<file path="config.mk">
export PLATFORM = sky130hd
export DESIGN_NAME = expression_tokenizer_top_flat
export DESIGN_NICKNAME = d
export VERILOG_FILES = /design/src/rtl/expr_tok_pkg.sv /design/src/rtl/expr_tok_channels.sv /design/src/rtl/expr_tok_front.sv /design/src/rtl/expr_tok_queue.sv /design/src/rtl/expr_tok_back.sv /design/src/rtl/expression_tokenizer_top.sv /design/src/flat_wrapper.sv
export VERILOG_INCLUDE_DIRS = /design/src /design/src/rtl
export SDC_FILE = /design/constraint.sdc
export NUM_CORES = 1
export LEC_CHECK = 0
export ABC_AREA = 1
export BUFFER_PORTS_ARGS = -buffer_cell sky130_fd_sc_hd__buf_4
export CORE_ASPECT_RATIO = 1.25
export CORE_MARGIN = 2
export CORE_UTILIZATION = 30
export DETAILED_ROUTE_END_ITERATION = 8
export PLACE_DENSITY = 0.5
export SYNTH_ARGS = -nofsm -noshare
export SYNTH_HDL_FRONTEND = slang
export SYNTH_SLANG_ARGS = --single-unit
</file>
<file path="constraint.sdc">
create_clock -name clk -period 20.9 [get_ports clk]
set_input_delay 1.045 -clock clk [delete_from_list [all_inputs] [get_ports clk]]
set_output_delay 1.045 -clock clk [all_outputs]
set_load 0.02 [all_outputs]
</file>
<file path="src/rtl/expression_tokenizer_top_macros.svh">
// Assertion macros shared by the expression tokenizer RTL.
`ifndef EXPRESSION_TOKENIZER_TOP_MACROS_SVH
`define EXPRESSION_TOKENIZER_TOP_MACROS_SVH
`ifndef ASSERT_OFF
// Checks that a condition holds at every clock edge outside reset.
`define EXPR_TOK_ASSERT(label, cond) \
    label: assert property (@(posedge clk) disable iff (!rst_n) (cond)) \
        else $error("expression_tokenizer: invariant check failed");
// Checks that an antecedent implies a consequent in the same cycle.
`define EXPR_TOK_ASSERT_IMPL(label, ante, cons) \
    label: assert property (@(posedge clk) disable iff (!rst_n) (ante) |-> (cons)) \
        else $error("expression_tokenizer: implication check failed");
`else
`define EXPR_TOK_ASSERT(label, cond)
`define EXPR_TOK_ASSERT_IMPL(label, ante, cons)
`endif
`endif

</file>
<file path="src/rtl/expr_tok_pkg.sv">
// Shared constants and types of the expression tokenizer.
package expr_tok_pkg;

    localparam int MAX_TOKEN_LEN = 16;
    localparam int POS_BITS      = 16;

    localparam int CHAR_W = 8;
    localparam int KIND_W = 5;
    localparam int LEN_W  = 5;
    localparam int MANT_W = 54;
    localparam int FRAC_W = 4;
    localparam int ERR_W  = 3;

    // Depth of the event queue between front and back.
    localparam int Q_DEPTH = 4;
    localparam int Q_AW    = 2;

    // Token kinds.
    localparam logic [KIND_W-1:0] K_IDENT   = 5'd0;
    localparam logic [KIND_W-1:0] K_NUMBER  = 5'd1;
    localparam logic [KIND_W-1:0] K_EOF     = 5'd2;
    localparam logic [KIND_W-1:0] K_LPAREN  = 5'd3;
    localparam logic [KIND_W-1:0] K_RPAREN  = 5'd4;
    localparam logic [KIND_W-1:0] K_LCURLY  = 5'd5;
    localparam logic [KIND_W-1:0] K_RCURLY  = 5'd6;
    localparam logic [KIND_W-1:0] K_COLON   = 5'd7;
    localparam logic [KIND_W-1:0] K_COMMA   = 5'd8;
    localparam logic [KIND_W-1:0] K_EQ      = 5'd9;
    localparam logic [KIND_W-1:0] K_NEQ     = 5'd10;
    localparam logic [KIND_W-1:0] K_LESS    = 5'd11;
    localparam logic [KIND_W-1:0] K_LEQ     = 5'd12;
    localparam logic [KIND_W-1:0] K_GREATER = 5'd13;
    localparam logic [KIND_W-1:0] K_GEQ     = 5'd14;
    localparam logic [KIND_W-1:0] K_PLUS    = 5'd15;
    localparam logic [KIND_W-1:0] K_MINUS   = 5'd16;
    localparam logic [KIND_W-1:0] K_MULT    = 5'd17;
    localparam logic [KIND_W-1:0] K_DIV     = 5'd18;
    localparam logic [KIND_W-1:0] K_POW     = 5'd19;
    localparam logic [KIND_W-1:0] K_ERROR   = 5'd20;

    // Error codes.
    localparam logic [ERR_W-1:0] E_NONE      = 3'd0;
    localparam logic [ERR_W-1:0] E_UNEXPECT  = 3'd1;
    localparam logic [ERR_W-1:0] E_NEED_EQ   = 3'd2;
    localparam logic [ERR_W-1:0] E_SECOND_DOT = 3'd3;
    localparam logic [ERR_W-1:0] E_TOO_LONG  = 3'd4;

    // Characters with a special role.
    localparam logic [CHAR_W-1:0] CH_NUL     = 8'h00;
    localparam logic [CHAR_W-1:0] CH_DOT     = 8'h2E;
    localparam logic [CHAR_W-1:0] CH_EQUAL   = 8'h3D;
    localparam logic [CHAR_W-1:0] CH_BANG    = 8'h21;
    localparam logic [CHAR_W-1:0] CH_LESS    = 8'h3C;
    localparam logic [CHAR_W-1:0] CH_GREATER = 8'h3E;
    localparam logic [CHAR_W-1:0] CH_CARET   = 8'h5E;

    // One result beat.
    typedef struct packed {
        logic [KIND_W-1:0]   token_kind;
        logic [POS_BITS-1:0] start_pos;
        logic [LEN_W-1:0]    token_len;
        logic [MANT_W-1:0]   num_mantissa;
        logic [FRAC_W-1:0]   frac_digits;
        logic [ERR_W-1:0]    error_code;
        logic                last_of_run;
    } tok_result_t;

    // All results caused by one character: one or two.
    typedef struct packed {
        tok_result_t first;
        tok_result_t second;
        logic        two;
    } tok_event_t;

    // Queue status seen by front and back.
    typedef struct packed {
        logic full;
        logic empty;
    } q_status_t;

endpackage

</file>
<file path="src/rtl/expr_tok_channels.sv">
// Handshake channel interfaces of the expression tokenizer.
interface expr_tok_in_if import expr_tok_pkg::*; ();
    logic              valid;
    logic              ready;
    logic [CHAR_W-1:0] char_code;
    logic              start_new;

    modport source (output valid, output char_code, output start_new, input ready);
    modport sink (input valid, input char_code, input start_new, output ready);
endinterface

interface expr_tok_out_if import expr_tok_pkg::*; ();
    logic                valid;
    logic                ready;
    logic [KIND_W-1:0]   token_kind;
    logic [POS_BITS-1:0] start_pos;
    logic [LEN_W-1:0]    token_len;
    logic [MANT_W-1:0]   num_mantissa;
    logic [FRAC_W-1:0]   frac_digits;
    logic [ERR_W-1:0]    error_code;
    logic                last_of_run;

    modport source (output valid, output token_kind, output start_pos, output token_len,
                    output num_mantissa, output frac_digits, output error_code,
                    output last_of_run, input ready);
    modport sink (input valid, input token_kind, input start_pos, input token_len,
                  input num_mantissa, input frac_digits, input error_code,
                  input last_of_run, output ready);
endinterface

</file>
<file path="src/rtl/expr_tok_front.sv">
// Front end: accepts characters, classifies them and runs the lexer state.
module expr_tok_front import expr_tok_pkg::*; (
    input  logic       clk,
    input  logic       rst_n,
    expr_tok_in_if.sink in_ch,
    input  q_status_t  q_stat,
    output logic       push,
    output tok_event_t push_event
);

    localparam int MODE_W = 3;
    localparam logic [MODE_W-1:0] M_IDLE    = 3'd0;
    localparam logic [MODE_W-1:0] M_IDENT   = 3'd1;
    localparam logic [MODE_W-1:0] M_NUMBER  = 3'd2;
    localparam logic [MODE_W-1:0] M_BANG    = 3'd3;
    localparam logic [MODE_W-1:0] M_LESS    = 3'd4;
    localparam logic [MODE_W-1:0] M_GREATER = 3'd5;
    localparam logic [MODE_W-1:0] M_HALT    = 3'd6;

    typedef struct packed {
        logic              emit;
        tok_result_t       res;
        logic [MODE_W-1:0] mode;
        logic              start;
    } idle_out_t;

    logic [MODE_W-1:0]   mode_reg, mode_next;
    logic [POS_BITS-1:0] pos_reg, pos_next;
    logic [POS_BITS-1:0] tstart_reg, tstart_next;
    logic [LEN_W-1:0]    len_reg, len_next;
    logic                dot_reg, dot_next;
    logic [MANT_W-1:0]   mant_reg, mant_next;
    logic [FRAC_W-1:0]   frac_reg, frac_next;

    logic [MODE_W-1:0]   eff_mode;
    logic [POS_BITS-1:0] eff_tstart;
    logic [LEN_W-1:0]    eff_len;
    logic                eff_dot;
    logic [MANT_W-1:0]   eff_mant;
    logic [FRAC_W-1:0]   eff_frac;
    logic [POS_BITS-1:0] p;
    logic [CHAR_W-1:0]   c;
    logic [3:0]          digit;
    logic                accept;
    idle_out_t           ido;
    logic                pre, run_idle, fail;
    logic [ERR_W-1:0]    fail_code;
    tok_result_t         pre_res;
    logic                len_full;

    function automatic logic is_alpha(input logic [CHAR_W-1:0] ch);
        return (ch >= 8'h61 && ch <= 8'h7A) || (ch >= 8'h41 && ch <= 8'h5A);
    endfunction

    function automatic logic is_digit(input logic [CHAR_W-1:0] ch);
        return ch >= 8'h30 && ch <= 8'h39;
    endfunction

    function automatic logic is_space(input logic [CHAR_W-1:0] ch);
        return ch == 8'h20 || (ch >= 8'h09 && ch <= 8'h0D);
    endfunction

    function automatic tok_result_t make_res(input logic [KIND_W-1:0] kind,
                                             input logic [POS_BITS-1:0] pos,
                                             input logic [LEN_W-1:0] len,
                                             input logic [MANT_W-1:0] mant,
                                             input logic [FRAC_W-1:0] frac,
                                             input logic [ERR_W-1:0] err);
        tok_result_t r;
        r.token_kind   = kind;
        r.start_pos    = pos;
        r.token_len    = len;
        r.num_mantissa = mant;
        r.frac_digits  = frac;
        r.error_code   = err;
        r.last_of_run  = 1'b0;
        return r;
    endfunction

    // Decoder for the single-character tokens; the top bit flags a hit.
    function automatic logic [KIND_W:0] single_kind(input logic [CHAR_W-1:0] ch);
        logic [KIND_W:0] r;
        unique case (ch)
            8'h28:    r = {1'b1, K_LPAREN};
            8'h29:    r = {1'b1, K_RPAREN};
            8'h7B:    r = {1'b1, K_LCURLY};
            8'h7D:    r = {1'b1, K_RCURLY};
            8'h3A:    r = {1'b1, K_COLON};
            8'h2C:    r = {1'b1, K_COMMA};
            CH_EQUAL: r = {1'b1, K_EQ};
            8'h2B:    r = {1'b1, K_PLUS};
            8'h2D:    r = {1'b1, K_MINUS};
            8'h2A:    r = {1'b1, K_MULT};
            8'h2F:    r = {1'b1, K_DIV};
            CH_CARET: r = {1'b1, K_POW};
            default:  r = {1'b0, K_IDENT};
        endcase
        return r;
    endfunction

    // What a character does when no token is open.
    function automatic idle_out_t idle_step(input logic [CHAR_W-1:0] ch,
                                            input logic [POS_BITS-1:0] pos);
        idle_out_t       o;
        logic [KIND_W:0] sk;
        o      = '0;
        o.mode = M_IDLE;
        sk     = single_kind(ch);
        if (is_space(ch)) begin
            o.mode = M_IDLE;
        end else if (is_alpha(ch)) begin
            o.mode  = M_IDENT;
            o.start = 1'b1;
        end else if (is_digit(ch)) begin
            o.mode  = M_NUMBER;
            o.start = 1'b1;
        end else if (ch == CH_NUL) begin
            o.emit = 1'b1;
            o.res  = make_res(K_EOF, pos, '0, '0, '0, E_NONE);
            o.mode = M_HALT;
        end else if (ch == CH_BANG) begin
            o.mode  = M_BANG;
            o.start = 1'b1;
        end else if (ch == CH_LESS) begin
            o.mode  = M_LESS;
            o.start = 1'b1;
        end else if (ch == CH_GREATER) begin
            o.mode  = M_GREATER;
            o.start = 1'b1;
        end else if (sk[KIND_W]) begin
            o.emit = 1'b1;
            o.res  = make_res(sk[KIND_W-1:0], pos, LEN_W'(1), '0, '0, E_NONE);
        end else begin
            o.emit = 1'b1;
            o.res  = make_res(K_ERROR, pos, '0, '0, '0, E_UNEXPECT);
            o.mode = M_HALT;
        end
        return o;
    endfunction

    assign in_ch.ready = !q_stat.full;
    assign accept      = in_ch.valid && in_ch.ready;
    assign c           = in_ch.char_code;
    assign digit       = c[3:0];

    // A start flag makes this character see the reset state.
    always_comb
    begin
        if (in_ch.start_new)
        begin
            eff_mode   = M_IDLE;
            eff_tstart = '0;
            eff_len    = '0;
            eff_dot    = 1'b0;
            eff_mant   = '0;
            eff_frac   = '0;
            p          = '0;
        end
        else
        begin
            eff_mode   = mode_reg;
            eff_tstart = tstart_reg;
            eff_len    = len_reg;
            eff_dot    = dot_reg;
            eff_mant   = mant_reg;
            eff_frac   = frac_reg;
            p          = pos_reg;
        end
    end

    assign ido      = idle_step(c, p);
    assign len_full = eff_len >= LEN_W'(MAX_TOKEN_LEN);

    // Lexer step: finish or extend the open token, then handle the character.
    always_comb
    begin
        mode_next   = eff_mode;
        pos_next    = pos_reg;
        tstart_next = eff_tstart;
        len_next    = eff_len;
        dot_next    = eff_dot;
        mant_next   = eff_mant;
        frac_next   = eff_frac;
        pre         = 1'b0;
        pre_res     = '0;
        run_idle    = 1'b0;
        fail        = 1'b0;
        fail_code   = E_NONE;
        if (eff_mode == M_HALT)
        begin
            pos_next = pos_reg;
        end
        else
        begin
            pos_next = p + POS_BITS'(1);
            unique case (eff_mode)
                M_IDENT:
                begin
                    if (is_alpha(c) || is_digit(c))
                    begin
                        if (len_full)
                        begin
                            fail      = 1'b1;
                            fail_code = E_TOO_LONG;
                        end
                        else
                        begin
                            len_next = eff_len + LEN_W'(1);
                        end
                    end
                    else
                    begin
                        pre      = 1'b1;
                        pre_res  = make_res(K_IDENT, eff_tstart, eff_len, '0, '0, E_NONE);
                        run_idle = 1'b1;
                    end
                end
                M_NUMBER:
                begin
                    if (is_digit(c) || c == CH_DOT)
                    begin
                        if (c == CH_DOT && eff_dot)
                        begin
                            fail      = 1'b1;
                            fail_code = E_SECOND_DOT;
                        end
                        else if (len_full)
                        begin
                            fail      = 1'b1;
                            fail_code = E_TOO_LONG;
                        end
                        else
                        begin
                            len_next = eff_len + LEN_W'(1);
                            if (c == CH_DOT)
                            begin
                                dot_next = 1'b1;
                            end
                            else
                            begin
                                // Times ten as two shifted copies, plus the digit.
                                mant_next = {eff_mant[MANT_W-4:0], 3'b000}
                                          + {eff_mant[MANT_W-2:0], 1'b0}
                                          + MANT_W'(digit);
                                if (eff_dot)
                                begin
                                    frac_next = eff_frac + FRAC_W'(1);
                                end
                            end
                        end
                    end
                    else
                    begin
                        pre      = 1'b1;
                        pre_res  = make_res(K_NUMBER, eff_tstart, eff_len, eff_mant,
                                            eff_frac, E_NONE);
                        run_idle = 1'b1;
                    end
                end
                M_BANG:
                begin
                    if (c == CH_EQUAL)
                    begin
                        pre       = 1'b1;
                        pre_res   = make_res(K_NEQ, eff_tstart, LEN_W'(2), '0, '0, E_NONE);
                        mode_next = M_IDLE;
                    end
                    else
                    begin
                        fail      = 1'b1;
                        fail_code = E_NEED_EQ;
                    end
                end
                M_LESS, M_GREATER:
                begin
                    if (c == CH_EQUAL)
                    begin
                        pre       = 1'b1;
                        pre_res   = make_res((eff_mode == M_LESS) ? K_LEQ : K_GEQ,
                                             eff_tstart, LEN_W'(2), '0, '0, E_NONE);
                        mode_next = M_IDLE;
                    end
                    else
                    begin
                        pre      = 1'b1;
                        pre_res  = make_res((eff_mode == M_LESS) ? K_LESS : K_GREATER,
                                            eff_tstart, LEN_W'(1), '0, '0, E_NONE);
                        run_idle = 1'b1;
                    end
                end
                default:
                begin
                    run_idle = 1'b1;
                end
            endcase
            if (fail)
            begin
                pre       = 1'b1;
                pre_res   = make_res(K_ERROR, p, '0, '0, '0, fail_code);
                mode_next = M_HALT;
            end
            if (run_idle)
            begin
                mode_next = ido.mode;
                if (ido.start)
                begin
                    tstart_next = p;
                    len_next    = LEN_W'(1);
                    dot_next    = 1'b0;
                    mant_next   = (ido.mode == M_NUMBER) ? MANT_W'(digit) : '0;
                    frac_next   = '0;
                end
            end
        end
    end

    // Pack the results of this character into one queue event.
    always_comb
    begin
        push_event = '0;
        if (pre && run_idle && ido.emit)
        begin
            push_event.first              = pre_res;
            push_event.second             = ido.res;
            push_event.second.last_of_run = 1'b1;
            push_event.two                = 1'b1;
        end
        else if (pre)
        begin
            push_event.first             = pre_res;
            push_event.first.last_of_run = 1'b1;
        end
        else
        begin
            push_event.first             = ido.res;
            push_event.first.last_of_run = 1'b1;
        end
    end

    assign push = accept && (pre || (run_idle && ido.emit));

    // Lexer state registers.
    always_ff @(posedge clk or negedge rst_n)
    begin
        if (!rst_n)
        begin
            mode_reg   <= M_IDLE;
            pos_reg    <= '0;
            tstart_reg <= '0;
            len_reg    <= '0;
            dot_reg    <= 1'b0;
            mant_reg   <= '0;
            frac_reg   <= '0;
        end
        else if (accept)
        begin
            mode_reg   <= mode_next;
            pos_reg    <= pos_next;
            tstart_reg <= tstart_next;
            len_reg    <= len_next;
            dot_reg    <= dot_next;
            mant_reg   <= mant_next;
            frac_reg   <= frac_next;
        end
    end

endmodule

</file>
<file path="src/rtl/expr_tok_queue.sv">
// Short event queue between the lexer front end and the output back end.
module expr_tok_queue import expr_tok_pkg::*; (
    input  logic       clk,
    input  logic       rst_n,
    input  logic       push,
    input  tok_event_t push_event,
    input  logic       pop,
    output tok_event_t head,
    output q_status_t  q_stat
);

    tok_event_t      slot_reg [Q_DEPTH];
    logic [Q_AW-1:0] wr_ptr_reg;
    logic [Q_AW-1:0] rd_ptr_reg;
    logic [Q_AW:0]   count_reg;

    assign head         = slot_reg[rd_ptr_reg];
    assign q_stat.full  = count_reg == (Q_AW+1)'(Q_DEPTH);
    assign q_stat.empty = count_reg == '0;

    // Event storage; written only at the write pointer.
    always_ff @(posedge clk)
    begin
        if (push)
        begin
            slot_reg[wr_ptr_reg] <= push_event;
        end
    end

    // Pointers and fill count.
    always_ff @(posedge clk or negedge rst_n)
    begin
        if (!rst_n)
        begin
            wr_ptr_reg <= '0;
            rd_ptr_reg <= '0;
            count_reg  <= '0;
        end
        else
        begin
            if (push)
            begin
                wr_ptr_reg <= wr_ptr_reg + Q_AW'(1);
            end
            if (pop)
            begin
                rd_ptr_reg <= rd_ptr_reg + Q_AW'(1);
            end
            if (push && !pop)
            begin
                count_reg <= count_reg + (Q_AW+1)'(1);
            end
            else if (pop && !push)
            begin
                count_reg <= count_reg - (Q_AW+1)'(1);
            end
        end
    end

endmodule

</file>
<file path="src/rtl/expr_tok_back.sv">
// Back end: splits queued events into result beats behind an output register.
module expr_tok_back import expr_tok_pkg::*; (
    input  logic        clk,
    input  logic        rst_n,
    input  tok_event_t  head,
    input  q_status_t   q_stat,
    output logic        pop,
    expr_tok_out_if.source out_ch
);

    tok_result_t out_reg;
    logic        out_valid_reg;
    logic        sub_reg;
    logic        load;

    // Load a new beat when the output register is free or being drained.
    assign load = !q_stat.empty && (!out_valid_reg || out_ch.ready);
    assign pop  = load && (sub_reg || !head.two);

    always_ff @(posedge clk or negedge rst_n)
    begin
        if (!rst_n)
        begin
            out_valid_reg <= 1'b0;
            sub_reg       <= 1'b0;
        end
        else
        begin
            if (load)
            begin
                out_valid_reg <= 1'b1;
                sub_reg       <= !sub_reg && head.two;
            end
            else if (out_ch.ready)
            begin
                out_valid_reg <= 1'b0;
            end
        end
    end

    // Output payload.
    always_ff @(posedge clk)
    begin
        if (load)
        begin
            out_reg <= sub_reg ? head.second : head.first;
        end
    end

    assign out_ch.valid        = out_valid_reg;
    assign out_ch.token_kind   = out_reg.token_kind;
    assign out_ch.start_pos    = out_reg.start_pos;
    assign out_ch.token_len    = out_reg.token_len;
    assign out_ch.num_mantissa = out_reg.num_mantissa;
    assign out_ch.frac_digits  = out_reg.frac_digits;
    assign out_ch.error_code   = out_reg.error_code;
    assign out_ch.last_of_run  = out_reg.last_of_run;

endmodule

</file>
<file path="src/rtl/expression_tokenizer_top.sv">
// Top level of the expression tokenizer.
//
//  Channel | Direction | Beat
//  in_ch   | sink      | one character (char_code) and start_new flag
//  out_ch  | source    | one token: kind, position, length, number fields, error
//
// One character is accepted per cycle unless the queue is full; the lexer state updates
// in the cycle it is taken. Results leave one per cycle from the output register while
// out_ch is ready, so a character that ends a token and makes a token of its own yields
// two results; a four-event queue absorbs this. Results pass the queue, then out_reg.
// Reset clears the lexer to idle at position zero and empties the queue and output.
// in_ch.ready drops only while the queue is full; out_ch stalls back up into the queue.
`include "expression_tokenizer_top_macros.svh"
module expression_tokenizer_top import expr_tok_pkg::*; (
    input  logic clk,
    input  logic rst_n,
    expr_tok_in_if.sink    in_ch,
    expr_tok_out_if.source out_ch
);

    logic       push;
    logic       pop;
    tok_event_t push_event;
    tok_event_t head;
    q_status_t  q_stat;

    expr_tok_front u_front (
        .clk        (clk),
        .rst_n      (rst_n),
        .in_ch      (in_ch),
        .q_stat     (q_stat),
        .push       (push),
        .push_event (push_event)
    );

    expr_tok_queue u_queue (
        .clk        (clk),
        .rst_n      (rst_n),
        .push       (push),
        .push_event (push_event),
        .pop        (pop),
        .head       (head),
        .q_stat     (q_stat)
    );

    expr_tok_back u_back (
        .clk    (clk),
        .rst_n  (rst_n),
        .head   (head),
        .q_stat (q_stat),
        .pop    (pop),
        .out_ch (out_ch)
    );

    // The front never pushes into a full queue and the back never pops an empty one.
    `EXPR_TOK_ASSERT_IMPL(a_no_push_full, push, !q_stat.full)
    `EXPR_TOK_ASSERT_IMPL(a_no_pop_empty, pop, !q_stat.empty)
    // Input is refused exactly while the queue is full.
    `EXPR_TOK_ASSERT(a_ready_tracks_queue, in_ch.ready == !q_stat.full)
    // A queued event always ends a run on its last result.
    `EXPR_TOK_ASSERT_IMPL(a_push_marks_last, push,
        (push_event.two ? push_event.second.last_of_run : push_event.first.last_of_run))

endmodule
</file>
<file path="src/flat_wrapper.sv">
// flat-port wrapper written by rule: the top's interface ports become plain ports
module expression_tokenizer_top_flat import expr_tok_pkg::*;
  (clk, rst_n, in_ch_valid, in_ch_char_code, in_ch_start_new, in_ch_ready, out_ch_valid, out_ch_token_kind, out_ch_start_pos, out_ch_token_len, out_ch_num_mantissa, out_ch_frac_digits, out_ch_error_code, out_ch_last_of_run, out_ch_ready);
  expr_tok_in_if in_ch_i ();
  expr_tok_out_if out_ch_i ();
  input  logic clk;
  input  logic rst_n;
  input wire logic [$bits(in_ch_i.valid)-1:0] in_ch_valid;
  input wire logic [$bits(in_ch_i.char_code)-1:0] in_ch_char_code;
  input wire logic [$bits(in_ch_i.start_new)-1:0] in_ch_start_new;
  output wire logic [$bits(in_ch_i.ready)-1:0] in_ch_ready;
  output wire logic [$bits(out_ch_i.valid)-1:0] out_ch_valid;
  output wire logic [$bits(out_ch_i.token_kind)-1:0] out_ch_token_kind;
  output wire logic [$bits(out_ch_i.start_pos)-1:0] out_ch_start_pos;
  output wire logic [$bits(out_ch_i.token_len)-1:0] out_ch_token_len;
  output wire logic [$bits(out_ch_i.num_mantissa)-1:0] out_ch_num_mantissa;
  output wire logic [$bits(out_ch_i.frac_digits)-1:0] out_ch_frac_digits;
  output wire logic [$bits(out_ch_i.error_code)-1:0] out_ch_error_code;
  output wire logic [$bits(out_ch_i.last_of_run)-1:0] out_ch_last_of_run;
  input wire logic [$bits(out_ch_i.ready)-1:0] out_ch_ready;
  assign in_ch_i.valid = in_ch_valid;
  assign in_ch_i.char_code = in_ch_char_code;
  assign in_ch_i.start_new = in_ch_start_new;
  assign in_ch_ready = in_ch_i.ready;
  assign out_ch_valid = out_ch_i.valid;
  assign out_ch_token_kind = out_ch_i.token_kind;
  assign out_ch_start_pos = out_ch_i.start_pos;
  assign out_ch_token_len = out_ch_i.token_len;
  assign out_ch_num_mantissa = out_ch_i.num_mantissa;
  assign out_ch_frac_digits = out_ch_i.frac_digits;
  assign out_ch_error_code = out_ch_i.error_code;
  assign out_ch_last_of_run = out_ch_i.last_of_run;
  assign out_ch_i.ready = out_ch_ready;
  expression_tokenizer_top u_core (.clk(clk), .rst_n(rst_n), .in_ch(in_ch_i), .out_ch(out_ch_i));
endmodule
</file>
======== After elaboration in Yosys (flattened, before gate mapping) ========
Memories as Yosys holds them, arrays and structs flattened.
Cells that the tools add are included.
operators by class
  add/sub/neg operators ................... 9
  multipliers ............................. 0
  div/mod/pow operators ................... 0
  $lt $le $gt $ge ......................... 9
  equal/unequal tests ..................... 25
  shift operators ......................... 0
  mux-type cells .......................... 109
  bitwise gates (word level) .............. 1
  reduce and logical (&&, ||, !) cells .... 36
operators by type and width
  operator                                                                number
  89-bit 2-to-1 mux                                                       7
  88-bit 2-to-1 mux                                                       6
  54-bit 2-to-1 mux                                                       9
  87-bit one-hot mux with 4 select lines                                  1
  8-bit by 6-bit equality test with 1-bit output (second input constant)  14
  92-bit 2-to-1 mux                                                       1
  87-bit 2-to-1 mux                                                       1
  86-bit 2-to-1 mux                                                       1
  84-bit 2-to-1 mux                                                       1
  83-bit 2-to-1 mux                                                       1
  16-bit 2-to-1 mux                                                       5
  6-bit one-hot mux with 12 select lines                                  1
  4-bit 2-to-1 mux                                                        15
  54-bit by 4-bit adder with 54-bit output                                1
  54-bit adder                                                            1
  3-bit 2-to-1 mux                                                        16
  5-bit 2-to-1 mux                                                        8
  1-bit 2-to-1 mux                                                        29
  8-bit by 7-bit equality test with 1-bit output (second input constant)  3
  16-bit by 1-bit adder with 16-bit output (second input constant)        1
  8-bit by 7-bit >= comparator with 1-bit output (second input constant)  2
  8-bit by 7-bit <= comparator with 1-bit output (second input constant)  2
  1-bit logical AND                                                       15
  3-bit equality test (second input constant)                             4
  26 further kinds                                                        44
word-level totals
  flip-flop bits (word level) ............. 196
  latch bits .............................. 0
  RAM bits ................................ 708
  memory bits (read-only) ................. 0
  bits of input ports ..................... 13
  output and inout bits ................... 90
  word-level logic and storage cells ...... 209
  memories ................................ 1
memory list
  memory                   words  bits a word  read ports  clocked after memory_dff  wr ports  RTL line              text
  u_core.u_queue.slot_reg  4      177          1           0                         1         expr_tok_queue.sv:12  tok_event_t slot_reg [Q_DEPTH];

======== Logic depth before layout (Yosys ltp) ========
  word-level depth ........................ 17
  mapped depth ............................ 25

======== Cells and area by module ========
From an unflattened synthesis, not the netlist that was laid out.
unflattened totals
  cell total of the unflattened synthesis .. 4,626
  area, all modules ....................... 45,464.9 µm²
by module, submodules not included
  module          times used  cells an instance  area an instance (µm²)
  expr_tok_queue  1           2,113              28,901.5
  expr_tok_front  1           2,127              12,424.4
  expr_tok_back   1           386                4,139.0

======== Worst setup path before layout ========
Ideal clock, no wire load.
  kind .................................... in2reg
  start point ............................. in in_ch_char_code[6]
  end point ............................... mem u_core.u_queue.slot_reg[0][100] (netlist bit), enable pin
  library setup time ...................... 0.584 ns
  data arrival time ....................... 7.157 ns
  required time ........................... 20.316 ns
  setup slack ............................. 13.159 ns
  cell stages on the path ................. 15
  buffers on the path ..................... 0
  path through ............................ inv_1 nand2_1 nor3_2 nand2_2 nand2_2 nand2_2 inv_2 nand2_1 nand2_1 a21oi_4 nand2_4 inv_4 nand2_1 nand2_2 nor2_1
between the ends
  word-level cells in the longest chain between the ends .. 13
ends and longest elaborated chain
  what                                                                    RTL line                                      text
  start, declared                                                         flat_wrapper.sv:9                             input wire logic [$bits(in_ch_i.char_code)-1:0] in_ch_char_code;
  8-bit by 7-bit >= comparator with 1-bit output (tied with other cells)  expr_tok_front.sv:52                          return (ch >= 8'h61 && ch <= 8'h7A) || (ch >= 8'h41 && ch <= 8'h5A);
  1-bit logical AND / 89-bit 2-to-1 mux (equally long branches)           expr_tok_front.sv:52, expr_tok_front.sv:127
  1-bit logical OR / 89-bit 2-to-1 mux (equally long branches)            expr_tok_front.sv:52, expr_tok_front.sv:124
  1-bit logical OR / 89-bit 2-to-1 mux (equally long branches)            expr_tok_front.sv:199, expr_tok_front.sv:121
  1-bit 2-to-1 mux / 92-bit 2-to-1 mux (equally long branches)            expr_tok_front.sv:199, expr_tok_front.sv:117
  1-bit one-hot mux with 3 select lines (tied with other cells)           expr_tok_front.sv:196                         unique case (eff_mode)
  1-bit 2-to-1 mux / 89-bit 2-to-1 mux (equally long branches)            expr_tok_front.sv:189, expr_tok_front.sv:111
  1-bit 2-to-1 mux (tied with other cells)                                expr_tok_front.sv:296                         if (fail)
  1-bit 2-to-1 mux / 1-bit logical AND (equally long branches)            expr_tok_front.sv:189, expr_tok_front.sv:340
  1-bit logical OR (*)                                                    expr_tok_front.sv:340                         assign push = accept && (pre || (run_idle && ido.emit));
  1-bit logical AND (*)                                                   expr_tok_front.sv:340
  1-bit 2-to-1 mux (*)                                                    expr_tok_queue.sv:24                          if (push)
  1-bit 2-to-1 mux (implied by the code) (*)                              expr_tok_queue.sv:26                          slot_reg[wr_ptr_reg] <= push_event;
  end, declared                                                           expr_tok_queue.sv:12
Mark *: on every way between the ends. The rest lies on a longest branch, timed or not. The select of a mux whose other input is x is not followed.

======== Final worst setup path ========
  start point ............................. in in_ch_start_new
  end point ............................... mem u_core.u_queue.slot_reg[3][147] (netlist bit), enable pin
between the ends
  word-level cells in the longest chain between the ends .. 13
ends and longest elaborated chain
  what                                        RTL line                                      text
  start, declared                             flat_wrapper.sv:10                            input wire logic [$bits(in_ch_i.start_new)-1:0] in_ch_start_new;
  5-bit 2-to-1 mux                            expr_tok_front.sv:149                         if (in_ch.start_new)
  5-bit >= comparator                         expr_tok_front.sv:172                         assign len_full = eff_len >= LEN_W'(MAX_TOKEN_LEN);
  1-bit 2-to-1 mux                            expr_tok_front.sv:201, expr_tok_front.sv:227
  1-bit 2-to-1 mux                            expr_tok_front.sv:222                         if (c == CH_DOT && eff_dot)
  1-bit 2-to-1 mux                            expr_tok_front.sv:220                         if (is_digit(c) || c == CH_DOT)
  1-bit one-hot mux with 3 select lines       expr_tok_front.sv:196
  1-bit 2-to-1 mux                            expr_tok_front.sv:189                         if (eff_mode == M_HALT)
  1-bit 2-to-1 mux                            expr_tok_front.sv:296
  1-bit 2-to-1 mux                            expr_tok_front.sv:189
  1-bit logical OR (*)                        expr_tok_front.sv:340
  1-bit logical AND (*)                       expr_tok_front.sv:340
  1-bit 2-to-1 mux (*)                        expr_tok_queue.sv:24
  1-bit 2-to-1 mux (implied by the code) (*)  expr_tok_queue.sv:26
Marks and branches as above.

==> run metrics <==
yosys warns=0; Final Max Tran Viols=0; Nets=3,677; H-tree Lvls=2; die height=370 um; Layout Skew=0.0372 ns; power density cells=125 mW/mm^2; fillers=10,926; Final TNS setup=0 ns; CTS root buf=clkbuf_16; final hold vios=0; fin crit share=28.4%; Post-DP HPWL=65.0 mm; crit path cell chain=buf_4 > inv_2 > nand2_1 > nor3_2 > nand2_4 > nand2_1 > inv_2 > nand3_4 > nand2_1 > inv_1 > nand2_1 > nand2_1 > nand2_2 > nor2_4 > buf_4 > buf_4; Clock Path Buffers=3; post-synthesis average cell area=9.13 sq um; first-pass GRT wire length=146 mm; post-layout min period=5.93 ns; unrepaired setup endpoints after global routing=false; Net Count, Synth=3,630; Post-Place Worst Slack=14.28 ns; crit path capture type=register; initial antenna violation count=4; status=completed; # DRC=0; DRT Pass-1 Iters=6; proportion of layout cells with a drive suffix above 1=7.63%; ys flop type=edfxtp_1; First DRT Iteration DRCs=1,784; CP max stage delay=0.85 ns; Antenna Violating Nets Remaining=0; Synth top area share=50.1%; clk slew on worst S/H paths=0.06 ns; die area=0.110 sq mm; synthesized area=0.0321 sq mm; # rows=134; post-CTS setup buffer count=0; HP Class=input pin to asynchronous set/reset pin; chip width=297 um; CTS Hold Bufs=0; Crit Path Max Fanout=60; data arrival time of the worst path=6.17 ns; Peak Freq=0.169 GHz; WL/cell=19.2 um; All-Layer GR Usage=17.2%; Critical path buffers and inverters=6; most used cell, CP=nand2_1; Synth top cells by count=746 x nor2_1, 631 x nand2_1, 536 x edfxtp_1, 330 x o21ai_0, 300 x inv_1; top cells by area, synth=edfxtp_1 50%, nor2_1 8.7%, dfrtp_1 8.4%, nand2_1 7.4%, o21ai_0 5.1%; leakage power=14.5 nW; Gate Count Post-Synth=3,521; Routed WL=97.1 mm; Crit. path cell count=16; startpoint type of the worst setup path=input pin; area leader, netlist=edfxtp_1; worst vdd ir=69.2 uV; Yosys reg bits=644; FF/Latch Area=0.0188 sq mm; number of max-cap violations=0; placed insts=4,936; Area Overhead vs Synth=13.0%; most common cell in the netlist=nor2_1; clock sink total=644; sequential-to-total area share from yosys stat=58.5%; number of global-route vias before repair=23,722; largest net degree at the start of global routing=210; post-route insts no fill=5,050; CP max-delay cell=buf_4; CP delay by family, top=buffers and inverters; CP required=21.14 ns; Slew @ Worst Pin=1.19 ns; asr flop ratio synth=16.8%; IO Count=103; R2R depth=14; cts repair resizes=0; worst setup margin=14.97 ns; Via Count=24,479; Rel. slew slack=20.2%; initial core utilization=30.2%; area occupied by multi-input gates=0.0116 sq mm; Post-synth EDFFs=536; max reg flops=448; GRT overflow=0; Buffers on Ports=102; clock latency at the later pin of the worst-skew pair=0.65 ns; CTS tree=built; Vias/cell=4.85; Core ar.=0.106 sq mm; Min Hold Slack=0.440 ns; kind of critical path=input pin to register; final setup vio count=0; count of cell types in the netlist=51; GP Congestion=0.966; number of buffers created by CTS=58
layout by cell type, fill, tap and decap left out, types with 4 or more instances in the layout:
cell type	n
clkinv_1	9
o21bai_1	11
o21a_1	4
clkbuf_16	59
inv_2	14
dfrtp_1	105
bufinv_16	5
nor2_1	742
nor3_2	4
or2_2	5
xnor2_1	13
clkbuf_1	18
nand3b_1	9
nand2_1	631
nand3_1	117
buf_4	133
ha_1	94
o22ai_1	39
diode_2	4
nor2_4	5
clkinv_2	15
nand4_1	25
o21ai_1	39
o21ai_0	330
inv_1	298
nor3_1	34
a21oi_1	214
edfxtp_1	536
a31oi_1	29
nor2_2	5
xor2_1	20
nand2_2	6
o211ai_1	4
layout make-up:
cell class	instances	area share, %
flip-flops and latches	644	51.8
well taps	1428	4.92
inverters	318	3.31
repair buffers	134	2.80
clock inverters	31	0.844
diodes	4	0.0276
clock buffers	79	4.33
multi-input cells	2412	32.0
through the flow:
| stage | power, W | cell area [sq um] | utilization, % |
|---|---|---|---|
| after floorplan | 0.00292 | 32100 | - |
| after global placement | 0.00349 | 34400 | 32.3 |
| after detailed placement | 0.00350 | 34400 | 32.3 |
| after CTS | 0.00459 | 36300 | 34.1 |
| after global routing | 0.00479 | 36300 | 34.1 |
| final | 0.00452 | 36300 | 34.1 |
worst paths after layout:
path	startpoint	slack (ns)	end
min in group clk	u_core.u_front.mant_reg[45]$_DFFE_PN0P_	0.48	u_core.u_front.mant_reg[45]$_DFFE_PN0P_
max in group asynchronous	rst_n	19.00	u_core.u_queue.rd_ptr_reg[0]$_DFFE_PN0P_
worst max register to register	u_core.u_front.mode_reg[1]$_DFFE_PN0P_	15.91	u_core.u_queue.slot_reg[3][147]$_DFFE_PP_
worst max-delay path	in_ch_start_new	14.97	u_core.u_queue.slot_reg[3][147]$_DFFE_PP_
worst min-delay path	rst_n	0.44	u_core.u_back.out_ch.valid$_DFFE_PN0P_
worst min register to register	u_core.u_front.mant_reg[45]$_DFFE_PN0P_	0.48	u_core.u_front.mant_reg[45]$_DFFE_PN0P_
routing by layer:
metal  vias to the layer above  share of wire (%)  global-route usage (%)
met1                     11868                 45                    22.6
li1                      11965                  -                       -
met2                       509                 49                    30.0
met5                         -              0.026                       0
met3                       133                3.7                    1.76
met4                         4                2.5                    5.26
worst reg2reg max path, stage by stage, from the launching register on:
cell,delay [ns]
dfrtp_1,0.41
nand2_1,0.14
nor3_2,0.70
nand2_4,0.54
nand2_1,0.25
inv_2,0.08
nand3_4,0.12
nand2_1,0.08
inv_1,0.09
nand2_1,0.06
nand2_1,0.17
nand2_2,0.19
nor2_4,0.12
buf_4,0.67
buf_4,0.90
cell families after synthesis:
kind of cell	count (synthesis)	synth area share (%)
DFF	644	58.5
AOI/OAI and AO/OA	686	11.3
buffers and inverters	465	5.54
and+or+nand+nor	1596	20.0
adders and majority gates	96	3.78
muxes	1	0.0350
xor gates and xnor gates	33	0.899
where the power goes:
part	internal, W	switching [W]	total [W]
combinational	0.000445	0.00112	0.00157
sequential	0.00178	0.0000995	0.00188
clock	0.000591	0.000490	0.00108
total	0.00281	0.00171	0.00452
(Power assumes the default switching activity.)
